`config.mk`:
```
export PLATFORM = sky130hd
export DESIGN_NAME = resp_stream_parser_flat
export DESIGN_NICKNAME = d
export VERILOG_FILES = /design/src/rtl/rsp_pkg.sv /design/src/rtl/rsp_if.sv /design/src/rtl/resp_stream_parser.sv /design/src/rtl/rsp_datapath.sv /design/src/rtl/rsp_ctrl.sv /design/src/flat_wrapper.sv
export SDC_FILE = /design/constraint.sdc
export NUM_CORES = 1
export LEC_CHECK = 0
export BUFFER_PORTS_ARGS = -buffer_cell sky130_fd_sc_hd__buf_4
export CAP_MARGIN = 10
export CORE_MARGIN = 2
export CORE_UTILIZATION = 60
export CTS_BUF_LIST = sky130_fd_sc_hd__clkbuf_8
export DETAILED_ROUTE_END_ITERATION = 7
export PLACE_DENSITY = 0.77
export SYNTH_ARGS = -nofsm -noshare
export SYNTH_HDL_FRONTEND = slang
export SYNTH_SLANG_ARGS = --single-unit
```
`constraint.sdc`:
```
create_clock -name i_clk -period 17.65 [get_ports i_clk]
set_input_delay 3.53 -clock i_clk [delete_from_list [all_inputs] [get_ports i_clk]]
set_output_delay 3.53 -clock i_clk [all_outputs]
set_load 0.1 [all_outputs]
```
`src/rtl/rsp_pkg.sv`:
```
// Shared types and constants of the RESP2 stream parser.
// Used by the controller, the datapath and the top level.
package rsp_pkg;

    // Result kinds
    localparam logic [3:0] K_SBYTE  = 4'd0;
    localparam logic [3:0] K_EBYTE  = 4'd1;
    localparam logic [3:0] K_BBYTE  = 4'd2;
    localparam logic [3:0] K_SEND   = 4'd3;
    localparam logic [3:0] K_EEND   = 4'd4;
    localparam logic [3:0] K_BEND   = 4'd5;
    localparam logic [3:0] K_INT    = 4'd6;
    localparam logic [3:0] K_NIL    = 4'd7;
    localparam logic [3:0] K_ARRHDR = 4'd8;
    localparam logic [3:0] K_FAULT  = 4'd9;

    // Protocol characters
    localparam logic [7:0] CH_CR    = 8'h0D;
    localparam logic [7:0] CH_LF    = 8'h0A;
    localparam logic [7:0] CH_PLUS  = 8'h2B;
    localparam logic [7:0] CH_MINUS = 8'h2D;
    localparam logic [7:0] CH_COLON = 8'h3A;
    localparam logic [7:0] CH_DOLLAR = 8'h24;
    localparam logic [7:0] CH_STAR  = 8'h2A;
    localparam logic [7:0] CH_ZERO  = 8'h30;
    localparam logic [7:0] CH_NINE  = 8'h39;

    // Number field source
    localparam logic [1:0] NUM_ZERO = 2'd0;
    localparam logic [1:0] NUM_INT  = 2'd1;
    localparam logic [1:0] NUM_MAG  = 2'd2;

    // Magnitude limits
    localparam logic [63:0] MAG_POS_LIMIT = 64'h7FFF_FFFF_FFFF_FFFF;
    localparam logic [63:0] MAG_NEG_LIMIT = 64'h8000_0000_0000_0000;

    typedef struct packed {
        logic [3:0]  kind;
        logic [7:0]  data_byte;
        logic [63:0] number;
        logic [4:0]  nesting;
        logic        message_end;
    } t_res;

    // Controller to datapath
    typedef struct packed {
        logic       acc_clr;
        logic       acc_step;
        logic       minus;
        logic       bulk_ld;
        logic       bulk_dec;
        logic       push;
        logic       pop;
        logic       dec_top;
        logic       set_end;
        logic       out_take;
        logic       wr0;
        logic       wr1;
        logic [3:0] kind0;
        logic [3:0] kind1;
        logic [7:0] data0;
        logic [7:0] data1;
        logic [1:0] num_sel;
    } t_cmd;

    // Datapath to controller
    typedef struct packed {
        logic ovf;
        logic mag_zero;
        logic mag_one;
        logic mag_big;
        logic bulk_last;
        logic stack_full;
        logic stack_empty;
        logic top_is_one;
        logic v0;
    } t_stat;

endpackage

```
`src/rtl/rsp_if.sv`:
```
// Stream interfaces of the RESP2 parser: raw byte requests in, results out.
// Depends on nothing.
interface rsp_byte_if;
    logic       valid;
    logic       ready;
    logic [7:0] in_byte;
    modport source (output valid, output in_byte, input ready);
    modport sink (input valid, input in_byte, output ready);
endinterface

interface rsp_res_if;
    logic               valid;
    logic               ready;
    logic [3:0]         kind;
    logic [7:0]         data_byte;
    logic signed [63:0] number;
    logic [4:0]         nesting;
    logic               message_end;
    modport source (output valid, output kind, output data_byte, output number,
                    output nesting, output message_end, input ready);
    modport sink (input valid, input kind, input data_byte, input number,
                  input nesting, input message_end, output ready);
endinterface

```
`src/rtl/resp_stream_parser.sv`:
```
// RESP2 stream parser: one raw byte per input request, typed results out.
// Uses rsp_pkg, rsp_if, rsp_ctrl and rsp_datapath.
//
// Usage:
//   i_req carries one stream byte per request (in_byte). o_res carries
//   results: kind, data_byte, number, nesting and message_end.
//   A byte that yields no result leaves i_req ready for the next byte. A
//   byte that yields results registers the first of them for o_res; the next
//   byte is taken once all of its results have left.
//   A result that ends an element (string end, integer, nil, empty array,
//   bulk end) is held off o_res while the array count stack unwinds through
//   the arrays that this element closes (one level a cycle).
//   A stalled result holds o_res, and i_req stays not ready.
//   After a fault result, bytes are still taken but yield nothing.
//   Reset (i_rst_n low, synchronous) returns to waiting for a prefix with no
//   open array and no pending result.
module resp_stream_parser import rsp_pkg::*; #(
    parameter int MAX_DEPTH  = 16,
    parameter int COUNT_BITS = 32
) (
    input  logic  i_clk,
    input  logic  i_rst_n,
    rsp_byte_if.sink  i_req,
    rsp_res_if.source o_res
);
    t_cmd  cmd;
    t_stat stat;
    t_res  res;

    rsp_ctrl u_ctrl (
        .i_clk       (i_clk),
        .i_rst_n     (i_rst_n),
        .i_valid     (i_req.valid),
        .i_byte      (i_req.in_byte),
        .i_out_ready (o_res.ready),
        .i_stat      (stat),
        .o_ready     (i_req.ready),
        .o_valid     (o_res.valid),
        .o_cmd       (cmd)
    );

    rsp_datapath #(
        .MAX_DEPTH  (MAX_DEPTH),
        .COUNT_BITS (COUNT_BITS)
    ) u_dp (
        .i_clk   (i_clk),
        .i_rst_n (i_rst_n),
        .i_byte  (i_req.in_byte),
        .i_cmd   (cmd),
        .o_stat  (stat),
        .o_res   (res)
    );

    assign o_res.kind        = res.kind;
    assign o_res.data_byte   = res.data_byte;
    assign o_res.number      = res.number;
    assign o_res.nesting     = res.nesting;
    assign o_res.message_end = res.message_end;

endmodule

```
`src/rtl/rsp_datapath.sv`:
```
// Datapath: digit accumulator, bulk counter, array count stack, result slots.
// Depends on rsp_pkg.
module rsp_datapath import rsp_pkg::*; #(
    parameter int MAX_DEPTH  = 16,
    parameter int COUNT_BITS = 32
) (
    input  logic       i_clk,
    input  logic       i_rst_n,
    input  logic [7:0] i_byte,
    input  t_cmd       i_cmd,
    output t_stat      o_stat,
    output t_res       o_res
);
    localparam int TW = $clog2(MAX_DEPTH + 1);
    localparam int DW = (MAX_DEPTH > 1) ? $clog2(MAX_DEPTH) : 1;

    logic [63:0]         r_acc;
    logic [COUNT_BITS-1:0] r_bulk;
    logic [COUNT_BITS-1:0] r_stack [MAX_DEPTH];
    logic [TW-1:0]       r_top;
    logic                r_v0, r_v1;
    t_res                r_s0, r_s1;

    logic [67:0]           acc10;
    logic [63:0]           lim;
    logic [3:0]            digit;
    logic [DW-1:0]         top_idx;
    logic [COUNT_BITS-1:0] top_val;
    logic [63:0]           num_val;
    logic [4:0]            nest;

    // Next accumulator value and overflow against the signed limit
    assign digit = 4'(i_byte - CH_ZERO);
    assign acc10 = {1'b0, r_acc, 3'b000} + {3'b000, r_acc, 1'b0} + {64'd0, digit};
    assign lim   = i_cmd.minus ? MAG_NEG_LIMIT : MAG_POS_LIMIT;

    assign top_idx = DW'(r_top - TW'(1));
    assign top_val = r_stack[top_idx];
    assign nest    = 5'(r_top);

    always_comb begin
        case (i_cmd.num_sel)
            NUM_INT: num_val = i_cmd.minus ? (64'd0 - r_acc) : r_acc;
            NUM_MAG: num_val = r_acc;
            default: num_val = '0;
        endcase
    end

    assign o_stat.ovf         = acc10 > {4'd0, lim};
    assign o_stat.mag_zero    = r_acc == 64'd0;
    assign o_stat.mag_one     = r_acc == 64'd1;
    assign o_stat.mag_big     = |r_acc[63:COUNT_BITS];
    assign o_stat.bulk_last   = r_bulk == COUNT_BITS'(1);
    assign o_stat.stack_full  = r_top >= TW'(MAX_DEPTH);
    assign o_stat.stack_empty = r_top == '0;
    assign o_stat.top_is_one  = top_val == COUNT_BITS'(1);
    assign o_stat.v0          = r_v0;
    assign o_res              = r_s0;

    // Accumulator and bulk counter
    always_ff @(posedge i_clk) begin
        if (i_cmd.acc_clr) begin
            r_acc <= '0;
        end else if (i_cmd.acc_step) begin
            r_acc <= acc10[63:0];
        end
        if (i_cmd.bulk_ld) begin
            r_bulk <= r_acc[COUNT_BITS-1:0];
        end else if (i_cmd.bulk_dec) begin
            r_bulk <= r_bulk - COUNT_BITS'(1);
        end
    end

    // Count stack
    always_ff @(posedge i_clk) begin
        if (!i_rst_n) begin
            r_top <= '0;
        end else if (i_cmd.push) begin
            r_top <= r_top + TW'(1);
        end else if (i_cmd.pop) begin
            r_top <= r_top - TW'(1);
        end
    end

    always_ff @(posedge i_clk) begin
        if (i_cmd.push) begin
            r_stack[DW'(r_top)] <= r_acc[COUNT_BITS-1:0];
        end else if (i_cmd.dec_top) begin
            r_stack[top_idx] <= top_val - COUNT_BITS'(1);
        end
    end

    // Two result slots; slot 1 only holds the byte after a lone CR
    always_ff @(posedge i_clk) begin
        if (!i_rst_n) begin
            r_v0 <= 1'b0;
            r_v1 <= 1'b0;
        end else if (i_cmd.out_take) begin
            r_v0 <= r_v1;
            r_v1 <= 1'b0;
        end else begin
            if (i_cmd.wr0) r_v0 <= 1'b1;
            if (i_cmd.wr1) r_v1 <= 1'b1;
        end
    end

    always_ff @(posedge i_clk) begin
        if (i_cmd.out_take) begin
            r_s0 <= r_s1;
        end else if (i_cmd.wr0) begin
            r_s0 <= '{kind: i_cmd.kind0, data_byte: i_cmd.data0, number: num_val,
                      nesting: nest, message_end: 1'b0};
        end else if (i_cmd.set_end) begin
            r_s0.message_end <= 1'b1;
        end
        if (i_cmd.wr1) begin
            r_s1 <= '{kind: i_cmd.kind1, data_byte: i_cmd.data1, number: 64'd0,
                      nesting: nest, message_end: 1'b0};
        end
    end

endmodule

```
`src/rtl/rsp_ctrl.sv`:
```
// Controller: parse phase machine and array unwind sequencer.
// Depends on rsp_pkg; drives rsp_datapath through t_cmd.
module rsp_ctrl import rsp_pkg::*; (
    input  logic       i_clk,
    input  logic       i_rst_n,
    input  logic       i_valid,
    input  logic [7:0] i_byte,
    input  logic       i_out_ready,
    input  t_stat      i_stat,
    output logic       o_ready,
    output logic       o_valid,
    output t_cmd       o_cmd
);
    localparam logic [3:0] PH_PREFIX    = 4'd0;
    localparam logic [3:0] PH_SIMPLE    = 4'd1;
    localparam logic [3:0] PH_ERRSTR    = 4'd2;
    localparam logic [3:0] PH_NUM_INT   = 4'd3;
    localparam logic [3:0] PH_NUM_BULK  = 4'd4;
    localparam logic [3:0] PH_NUM_ARR   = 4'd5;
    localparam logic [3:0] PH_LF_INT    = 4'd6;
    localparam logic [3:0] PH_LF_BULK   = 4'd7;
    localparam logic [3:0] PH_LF_ARR    = 4'd8;
    localparam logic [3:0] PH_BULK_DATA = 4'd9;
    localparam logic [3:0] PH_SKIP1     = 4'd10;
    localparam logic [3:0] PH_SKIP2     = 4'd11;
    localparam logic [3:0] PH_FAULT     = 4'd12;

    localparam logic CS_RUN    = 1'b0;
    localparam logic CS_UNWIND = 1'b1;

    logic [3:0] r_phase, n_phase;
    logic       r_cs, n_cs;
    logic       r_minus, n_minus;
    logic       r_digit, n_digit;
    logic       r_crp, n_crp;
    logic       accept;
    logic       is_digit;
    logic       str_err;

    assign o_ready  = (r_cs == CS_RUN) && !i_stat.v0;
    assign o_valid  = (r_cs == CS_RUN) && i_stat.v0;
    assign accept   = i_valid && o_ready;
    assign is_digit = (i_byte >= CH_ZERO) && (i_byte <= CH_NINE);
    assign str_err  = r_phase == PH_ERRSTR;

    always_comb begin
        n_phase = r_phase;
        n_cs    = r_cs;
        n_minus = r_minus;
        n_digit = r_digit;
        n_crp   = r_crp;
        o_cmd   = '0;
        o_cmd.minus    = r_minus;
        o_cmd.out_take = o_valid && i_out_ready;

        // Unwind: count one element off the open arrays, one level a cycle
        if (r_cs == CS_UNWIND) begin
            if (i_stat.stack_empty) begin
                o_cmd.set_end = 1'b1;
                n_cs = CS_RUN;
            end else if (i_stat.top_is_one) begin
                o_cmd.pop = 1'b1;
            end else begin
                o_cmd.dec_top = 1'b1;
                n_cs = CS_RUN;
            end
        end else if (accept) begin
            unique case (r_phase)
                PH_PREFIX: begin
                    n_crp = 1'b0;
                    n_minus = 1'b0;
                    n_digit = 1'b0;
                    unique case (i_byte)
                        CH_PLUS:   n_phase = PH_SIMPLE;
                        CH_MINUS:  n_phase = PH_ERRSTR;
                        CH_COLON: begin
                            n_phase = PH_NUM_INT;
                            o_cmd.acc_clr = 1'b1;
                        end
                        CH_DOLLAR: begin
                            n_phase = PH_NUM_BULK;
                            o_cmd.acc_clr = 1'b1;
                        end
                        CH_STAR: begin
                            n_phase = PH_NUM_ARR;
                            o_cmd.acc_clr = 1'b1;
                        end
                        default: begin
                            o_cmd.wr0 = 1'b1;
                            o_cmd.kind0 = K_FAULT;
                            n_phase = PH_FAULT;
                        end
                    endcase
                end
                PH_SIMPLE, PH_ERRSTR: begin
                    if (r_crp && i_byte == CH_LF) begin
                        n_crp = 1'b0;
                        n_phase = PH_PREFIX;
                        o_cmd.wr0 = 1'b1;
                        o_cmd.kind0 = str_err ? K_EEND : K_SEND;
                        n_cs = CS_UNWIND;
                    end else if (r_crp) begin
                        // lone CR goes out as data, then this byte unless it is a CR
                        o_cmd.wr0 = 1'b1;
                        o_cmd.kind0 = str_err ? K_EBYTE : K_SBYTE;
                        o_cmd.data0 = CH_CR;
                        if (i_byte == CH_CR) begin
                            n_crp = 1'b1;
                        end else begin
                            n_crp = 1'b0;
                            o_cmd.wr1 = 1'b1;
                            o_cmd.kind1 = str_err ? K_EBYTE : K_SBYTE;
                            o_cmd.data1 = i_byte;
                        end
                    end else if (i_byte == CH_CR) begin
                        n_crp = 1'b1;
                    end else begin
                        o_cmd.wr0 = 1'b1;
                        o_cmd.kind0 = str_err ? K_EBYTE : K_SBYTE;
                        o_cmd.data0 = i_byte;
                    end
                end
                PH_NUM_INT, PH_NUM_BULK, PH_NUM_ARR: begin
                    if (i_byte == CH_CR && r_digit) begin
                        n_phase = r_phase + (PH_LF_INT - PH_NUM_INT);
                    end else if (i_byte == CH_MINUS && !r_minus && !r_digit) begin
                        n_minus = 1'b1;
                    end else if (is_digit && !i_stat.ovf) begin
                        o_cmd.acc_step = 1'b1;
                        n_digit = 1'b1;
                    end else begin
                        o_cmd.wr0 = 1'b1;
                        o_cmd.kind0 = K_FAULT;
                        n_phase = PH_FAULT;
                    end
                end
                PH_LF_INT, PH_LF_BULK, PH_LF_ARR: begin
                    n_phase = PH_PREFIX;
                    o_cmd.wr0 = 1'b1;
                    if (i_byte != CH_LF) begin
                        o_cmd.kind0 = K_FAULT;
                        n_phase = PH_FAULT;
                    end else if (r_phase == PH_LF_INT) begin
                        o_cmd.kind0 = K_INT;
                        o_cmd.num_sel = NUM_INT;
                        n_cs = CS_UNWIND;
                    end else if (r_minus && i_stat.mag_one) begin
                        o_cmd.kind0 = K_NIL;
                        n_cs = CS_UNWIND;
                    end else if ((r_minus && !i_stat.mag_zero) || i_stat.mag_big) begin
                        o_cmd.kind0 = K_FAULT;
                        n_phase = PH_FAULT;
                    end else if (r_phase == PH_LF_BULK) begin
                        o_cmd.wr0 = 1'b0;
                        o_cmd.bulk_ld = 1'b1;
                        n_phase = i_stat.mag_zero ? PH_SKIP1 : PH_BULK_DATA;
                    end else if (i_stat.mag_zero) begin
                        o_cmd.kind0 = K_ARRHDR;
                        o_cmd.num_sel = NUM_MAG;
                        n_cs = CS_UNWIND;
                    end else if (i_stat.stack_full) begin
                        o_cmd.kind0 = K_FAULT;
                        n_phase = PH_FAULT;
                    end else begin
                        o_cmd.kind0 = K_ARRHDR;
                        o_cmd.num_sel = NUM_MAG;
                        o_cmd.push = 1'b1;
                    end
                end
                PH_BULK_DATA: begin
                    o_cmd.wr0 = 1'b1;
                    o_cmd.kind0 = K_BBYTE;
                    o_cmd.data0 = i_byte;
                    o_cmd.bulk_dec = 1'b1;
                    if (i_stat.bulk_last) n_phase = PH_SKIP1;
                end
                PH_SKIP1: n_phase = PH_SKIP2;
                PH_SKIP2: begin
                    n_phase = PH_PREFIX;
                    o_cmd.wr0 = 1'b1;
                    o_cmd.kind0 = K_BEND;
                    n_cs = CS_UNWIND;
                end
                default: n_phase = PH_FAULT;
            endcase
        end
    end

    always_ff @(posedge i_clk) begin
        if (!i_rst_n) begin
            r_phase <= PH_PREFIX;
            r_cs    <= CS_RUN;
            r_minus <= 1'b0;
            r_digit <= 1'b0;
            r_crp   <= 1'b0;
        end else begin
            r_phase <= n_phase;
            r_cs    <= n_cs;
            r_minus <= n_minus;
            r_digit <= n_digit;
            r_crp   <= n_crp;
        end
    end

endmodule
```
`src/flat_wrapper.sv`:
```
// flat-port wrapper written by rule: the top's interface ports become plain ports
module resp_stream_parser_flat import rsp_pkg::*;
#(
    parameter int MAX_DEPTH  = 16,
    parameter int COUNT_BITS = 32
)
  (i_clk, i_rst_n, i_req_valid, i_req_in_byte, i_req_ready, o_res_valid, o_res_kind, o_res_data_byte, o_res_number, o_res_nesting, o_res_message_end, o_res_ready);
  rsp_byte_if i_req_i ();
  rsp_res_if o_res_i ();
  input  logic i_clk;
  input  logic i_rst_n;
  input wire logic [$bits(i_req_i.valid)-1:0] i_req_valid;
  input wire logic [$bits(i_req_i.in_byte)-1:0] i_req_in_byte;
  output wire logic [$bits(i_req_i.ready)-1:0] i_req_ready;
  output wire logic [$bits(o_res_i.valid)-1:0] o_res_valid;
  output wire logic [$bits(o_res_i.kind)-1:0] o_res_kind;
  output wire logic [$bits(o_res_i.data_byte)-1:0] o_res_data_byte;
  output wire logic [$bits(o_res_i.number)-1:0] o_res_number;
  output wire logic [$bits(o_res_i.nesting)-1:0] o_res_nesting;
  output wire logic [$bits(o_res_i.message_end)-1:0] o_res_message_end;
  input wire logic [$bits(o_res_i.ready)-1:0] o_res_ready;
  assign i_req_i.valid = i_req_valid;
  assign i_req_i.in_byte = i_req_in_byte;
  assign i_req_ready = i_req_i.ready;
  assign o_res_valid = o_res_i.valid;
  assign o_res_kind = o_res_i.kind;
  assign o_res_data_byte = o_res_i.data_byte;
  assign o_res_number = o_res_i.number;
  assign o_res_nesting = o_res_i.nesting;
  assign o_res_message_end = o_res_i.message_end;
  assign o_res_i.ready = o_res_ready;
  resp_stream_parser #(.MAX_DEPTH(MAX_DEPTH), .COUNT_BITS(COUNT_BITS)) u_core (.i_clk(i_clk), .i_rst_n(i_rst_n), .i_req(i_req_i), .o_res(o_res_i));
endmodule
```
==> results of run 1 <==
-- logic make-up (layout without fill, tap and decap cells) --
logic type	after synthesis	count (layout)
AOI/OAI and AO/OA	631	631
xor gates and xnor gates	125	125
adders and majority gates	208	208
buffers and inverters	207	396
DFF	719	719
muxes	231	231
other	0	2
and+or+nand+nor	876	876
-- layer usage --
| metal | track usage (%) | routed length [microns] | share of wire (%) | vias to the layer above |
|---|---|---|---|---|
| li1 | - | - | - | 11800 |
| met1 | 42.3 | 41000 | 40 | 13200 |
| met2 | 50.2 | 48800 | 48 | 1319 |
| met3 | 4.72 | 8670 | 8.5 | 222 |
| met4 | 12.6 | 3590 | 3.5 | 0 |
| met5 | 0 | 0 | 0 | - |
-- Yosys cell counts (21+ instances only) --
cell / number / area, sq um
dfxtp_1: 79 / 1580
o31ai_1: 21 / 158
xor2_1: 52 / 455
inv_1: 48 / 180
a21oi_1: 226 / 1130
edfxtp_1: 640 / 19200
nor4_1: 25 / 156
or3_1: 23 / 144
nand4_1: 44 / 275
and3_1: 27 / 169
mux4_2: 139 / 3130
xnor2_1: 72 / 631
nor2b_1: 24 / 150
nand2_1: 244 / 916
o21ba_2: 21 / 210
and2_1: 33 / 206
nor3_1: 69 / 345
a21o_1: 52 / 390
clkbuf_1: 98 / 368
o21ai_0: 109 / 546
ha_1: 206 / 2580
nand3_1: 47 / 235
buf_2: 31 / 155
mux2i_1: 81 / 811
nor2_1: 264 / 991
a311oi_1: 39 / 342
-- through the flow --
step | total power [uW] | utilization, % | setup WS [ns] | area [sq um] | instances
finish | 4680 | 66.2 | 6.13 | 41700 | 4034
global route | 4820 | 66.2 | 5.44 | 41700 | 4033
CTS | 4700 | 66.2 | 6.29 | 41700 | 4030
detailed placement | 3330 | 62.7 | 5.54 | 39500 | 3819
global placement | 3320 | 62.7 | 5.78 | 39500 | 3819
floorplan | 3050 | - | 3.15 | 38100 | 2997
-- placed cells by master (no fill, tap or decap), types with 52 or more instances in the layout --
cell type  instances
a21o_1            52
a21oi_1          224
buf_4            133
clkbuf_8         113
dfxtp_1           77
edfxtp_1         640
ha_1             204
inv_1             83
mux2i_1           81
mux4_2           139
nand2_1          244
nor2_1           264
nor3_1            69
o21ai_0          108
xnor2_1           71
-- worst max-delay path by stage --
stage                startpoint                    end  slack, ns  depth (start not counted)
6_report       i_req_in_byte[3]  u_core.u_dp.r_acc[37]       6.13                         26
5_1_grt        i_req_in_byte[3]  u_core.u_dp.r_acc[59]       5.44                         26
4_1_cts        i_req_in_byte[3]  u_core.u_dp.r_acc[59]       6.29                         26
3_5_place_dp   i_req_in_byte[3]  u_core.u_dp.r_acc[59]       5.54                         26
3_3_place_gp   i_req_in_byte[3]  u_core.u_dp.r_acc[59]       5.78                         26
2_1_floorplan  i_req_in_byte[3]  u_core.u_dp.o_res[10]       3.15                         24
-- worst max-delay path, stage by stage --
cell	delay [ns]
buf_4	0.15
fa_1	0.58
inv_1	0.07
fa_1	0.46
nor2b_1	0.18
o2111ai_1	0.18
a21oi_1	0.28
o211ai_1	0.21
a2111oi_0	0.91
nor2_1	0.19
o21bai_1	0.41
mux2i_1	0.13
a2111oi_0	0.60
ha_1	0.21
nand4_1	0.12
nor3_1	0.33
nand2_1	0.16
o31ai_1	0.41
a211oi_1	0.09
a2111oi_0	0.39
nand4_1	0.14
or4_4	0.56
nor4_4	0.43
buf_4	0.95
mux2i_1	0.28
nor2_1	0.08
-- report_power, final --
part / internal [uW] / switching [uW]
logic: 218 / 1050
registers: 1990 / 50.4
clock network: 697 / 684
total: 2900 / 1780
-- registers in the layout, indices dropped and copies added (netlist names) --
| signal | cells |
|---|---|
| u_core.u_ctrl.r_crp | 1 |
| u_core.u_ctrl.r_cs | 1 |
| u_core.u_ctrl.r_digit | 1 |
| u_core.u_ctrl.r_minus | 1 |
| u_core.u_ctrl.r_phase | 4 |
| u_core.u_dp.nest | 5 |
| u_core.u_dp.o_res | 82 |
| u_core.u_dp.r_acc | 64 |
| u_core.u_dp.r_bulk | 32 |
| u_core.u_dp.r_s1 | 14 |
| u_core.u_dp.r_stack | 512 |
| u_core.u_dp.r_v0 | 1 |
| u_core.u_dp.r_v1 | 1 |
-- cell type report --
type | instances | share of cell area [%]
Sequential cell | 719 | 49.9
Multi-Input combinational cell | 2071 | 39.3
Clock buffer | 113 | 3.73
Tap cell | 846 | 2.54
Timing Repair Buffer | 134 | 2.41
Clock inverter | 98 | 1.58
Inverter | 51 | 0.459
Antenna cell | 2 | 0.0120
==> flow_summary.ini, run 1 <==
[run_status]
run_status = finished clean

[critical_path]
reg2reg_slack_ns = 8.55
reg2reg_from = u_core.u_dp.r_acc[2]
end_kind = flop
cp.required_ns = 18.21
cp_max_fo = 61
cp.arrival_ns = 12.08
worst_setup_path_start_kind = input pin
ff2ff_path_depth = 24
rr_endpoint = u_core.u_dp.r_acc[37]
critPathKind = input pin to flop

[pwr]
p_per_area_nw_per_um2 = 112
power.leakage_uw = 0.0158
peakVddDrop_mv = 0.0996

[grt]
grt_pass1_wl_microns = 155000
grt-ovfl-total = 0
grt_pass1_vias = 26300
antenna_found_initial = 3
grt.total_usage_pct = 31.0
grt_max_degree = 92

[clock_network]
root_buffer = clkbuf_8
clockBufferDepth = 3
h-tree-depth = 3
clkTransAtPathRegs_ns = 0.07
numCtsBuffers = 111
numClockSinks = 719
cts-hold-fix-buffers = 0
cts_tree = done
cts_resized = 0
insertion_delay_ns = 0.78
cts_setup_buffers = 0

[timing]
finClkSkew_ns = 0.0700
rsz0062_at_grt = false
fmax_mhz = 86.8
finalSetupTns_ns = 0
drv_slew = 0
fin_crit_ns = 11.52
worst_pin_slew_ns = 1.15
fin_crit_sh_pct = 65.3
setup_viol = 0
hold_violations = 0
slew_headroom_pct = 23.6
holdWs_ns = 0.504

[floorplanning]
placementRows = 92
die_width_microns = 256
initial_core_util_pct = 60.5
ios = 96
die_h_microns = 256
die_area_sq_um = 65500
coreArea_sq_um = 63000

[layout]
nets = 3308
drive_above_1_share_pct = 15.7
multi_input_area_sq_um = 16400
regArea_sq_um = 20800
syn2layout_area_growth_pct = 9.44
fillers = 4554

[detailed_routing]
firstDrtPassIters = 6
drt_iter0_drc = 2762
routed_wl_microns = 102000
drc = 0
detailroute.via_count = 26600
ant_nets = 0
wire_per_inst_microns = 25.3
viasPerCell = 6.59

[place]
io_buffers = 95
dp_hpwl_microns = 67900
place_congestion = 0.967

[job]
drv_cap = 0

[synthesis]
synth.cell_area_sq_um = 38100
synth_xor_area_share_pct = 2.92
yosysUniqueCellTypes = 90
synth-simple-area-share_pct = 11.2
synth_compound_area_share_pct = 10.7
synth_top_family_by_area = simple AND/OR/NAND/NOR gates
synth-async-reset-ratio_pct = 0
syn_inst = 2997
syn-mean-instance-area_sq_um = 12.7
synth_nets = 3217
synth.ff_latch_count = 719
synthFlopType = edfxtp_1
muxShareOfSynthArea_pct = 11.1
synth_warnings = 0
ys_seq_area_share_pct = 54.6
synthAdderAreaFrac_pct = 6.87
synth-edff-count = 640

[hold_path]
hold_class = flop to flop
hold_start = u_core.u_dp.r_v0
worst_hold_path.endpoint = u_core.u_dp.r_v0
hold_depth = 2
Note: power is estimated with default switching activity, not from simulation.
==> inputs of run 2 (changes only) <==
--- a/config.mk
+++ b/config.mk
@@ -8,10 +8,10 @@
 export BUFFER_PORTS_ARGS = -buffer_cell sky130_fd_sc_hd__buf_4
 export CAP_MARGIN = 10
 export CORE_MARGIN = 2
-export CORE_UTILIZATION = 60
+export CORE_UTILIZATION = 59
 export CTS_BUF_LIST = sky130_fd_sc_hd__clkbuf_8
 export DETAILED_ROUTE_END_ITERATION = 7
-export PLACE_DENSITY = 0.77
+export PLACE_DENSITY = 0.79
 export SYNTH_ARGS = -nofsm -noshare
 export SYNTH_HDL_FRONTEND = slang
 export SYNTH_SLANG_ARGS = --single-unit
==> constraint.sdc (replaced) <==
create_clock -name i_clk -period 9.4 [get_ports i_clk]
set_input_delay 1.88 -clock i_clk [delete_from_list [all_inputs] [get_ports i_clk]]
set_output_delay 1.88 -clock i_clk [all_outputs]
set_load 0.1 [all_outputs]
==> run 2 against run 1 <==
Core utilization down 0.47 points. Via count up 1.7%. Routed wire length down 0.16%. Final cell count up 1.0%. Highest routed layer unchanged. Clock power up 100%. Critical path depth up 3. Power up 92%. Setup slack worse by 5.5 ns. Flip-flop and latch count unchanged.
==> flow_summary.ini, run 2 (synthesized netlist as in run 1, its figures left out) <==
[floorplanning]
die_area_sq_um = 66600
initial_core_util_pct = 59.4
die_h_microns = 258
ios = 96
coreArea_sq_um = 64100
placementRows = 93
die_width_microns = 258

[grt]
grt-ovfl-total = 0
grt_pass1_vias = 26500
grt_pass1_wl_microns = 155000
antenna_found_initial = 2
grt_max_degree = 82
grt.total_usage_pct = 30.5

[pwr]
peakVddDrop_mv = 0.178
power.leakage_uw = 0.0161
p_per_area_nw_per_um2 = 213
totalPowerFinal_uw = 9000

[clock_network]
clockBufferDepth = 3
root_buffer = clkbuf_8
cts_setup_buffers = 0
insertion_delay_ns = 0.77
h-tree-depth = 3
cts_resized = 0
cts_tree = done
numClockSinks = 719
cts-hold-fix-buffers = 0
clkTransAtPathRegs_ns = 0.06
numCtsBuffers = 114

[timing]
holdWs_ns = 0.497
hold_violations = 0
setup_viol = 0
setup_ws_ns = 0.650
fmax_mhz = 114
finClkSkew_ns = 0.0648
rsz0062_at_grt = false
fin_crit_ns = 8.75
slew_headroom_pct = 18.9
fin_crit_sh_pct = 93.1
worst_pin_slew_ns = 1.22
drv_slew = 0

[critical_path]
startpoint = i_req_in_byte[3]
critPathKind = input pin to flop
max_stage_delay_ns = 0.57
crit_top_cell = buf_4
worst_setup_path_start_kind = input pin
cp.arrival_ns = 9.22
cp_max_fo = 35
reg2reg_from = u_core.u_dp.nest[0]
end_kind = flop
cp.required_ns = 9.87
cpMaxStageDelayCell = fa_1

[job]
drv_cap = 0

[detailed_routing]
wire_per_inst_microns = 25.0
routed_wl_microns = 102000
drt_iter0_drc = 3103
drc = 0
detailroute.via_count = 27000
viasPerCell = 6.64
firstDrtPassIters = 6
ant_nets = 0

[layout]
top_register = u_core.u_dp.r_stack
mostFrequentLayoutCells = edfxtp_1 (640), nor2_1 (264), nand2_1 (244), a21oi_1 (224), ha_1 (204)
drive_above_1_share_pct = 16.8
syn2layout_area_growth_pct = 10.7
final_cells = 4075
regArea_sq_um = 20800
fillers = 4578
final_common_cell = edfxtp_1
largest_reg_flops = 512
multi_input_area_sq_um = 16400
nets = 3343

[place]
dp_hpwl_microns = 68500
io_buffers = 95
place_congestion = 0.957
dpl.cell_count = 3860
dp_slack_ns = -0.132

[run_status]
run_status = finished clean

[hold_path]
hold_class = flop to flop
hold_start = u_core.u_dp.r_v1
run 2: layer usage:
layer  share of wire, %  GRT usage, %  vias up
met1                 40          42.3    13300
met3                9.5          4.82      261
met5                  0             0        -
li1                   -             -    11900
met2                 46          48.2     1537
met4                4.1          13.1        0
run 2: worst max-delay path: cells and delay by family:
kind                     cells  cell delay [ns]
AO/OA/AOI/OAI               11             3.17
adder cells (fa/ha/maj)      3             1.15
buffers and inverters        6             1.01
multiplexers                 1             0.13
AND/OR/NAND/NOR              8             1.85
run 2: area by class of cell:
type                            instances  area share (%)
Antenna cell                            1         0.00594
Inverter                               51           0.454
Sequential cell                       719            49.4
Clock buffer                          119            3.89
Tap cell                              855            2.54
Clock inverter                         93            1.74
Multi-Input combinational cell       2071            38.9
Timing Repair Buffer                  166            3.08
run 2: final timing paths:
path,end,slack [ns],cells after the start
max,u_core.u_dp.o_res[26],0.65,29
min,u_core.u_dp.r_v1,0.50,2
min reg2reg,u_core.u_dp.r_v1,0.50,2
max reg2reg,u_core.u_dp.r_stack[12][19],1.23,15
run 2: where the power goes:
| part | internal [uW] | switching [uW] | leakage [uW] | total [uW] |
|---|---|---|---|---|
| registers | 3720 | 89.9 | 0.00672 | 3810 |
| clock network | 1490 | 1280 | 0.00137 | 2770 |
| logic | 448 | 1960 | 0.00801 | 2410 |
| total | 5660 | 3330 | 0.0161 | 9000 |
run 2: stage by stage:
stage | instance area (sq um) | util, % | setup TNS (ns)
after global placement | 39800 | 62.0 | 0
after detailed placement | 39800 | 62.0 | -9.15
after global routing | 42100 | 65.7 | 0
after CTS | 42100 | 65.7 | 0
after floorplan | 38100 | - | 0
final | 42100 | 65.7 | 0
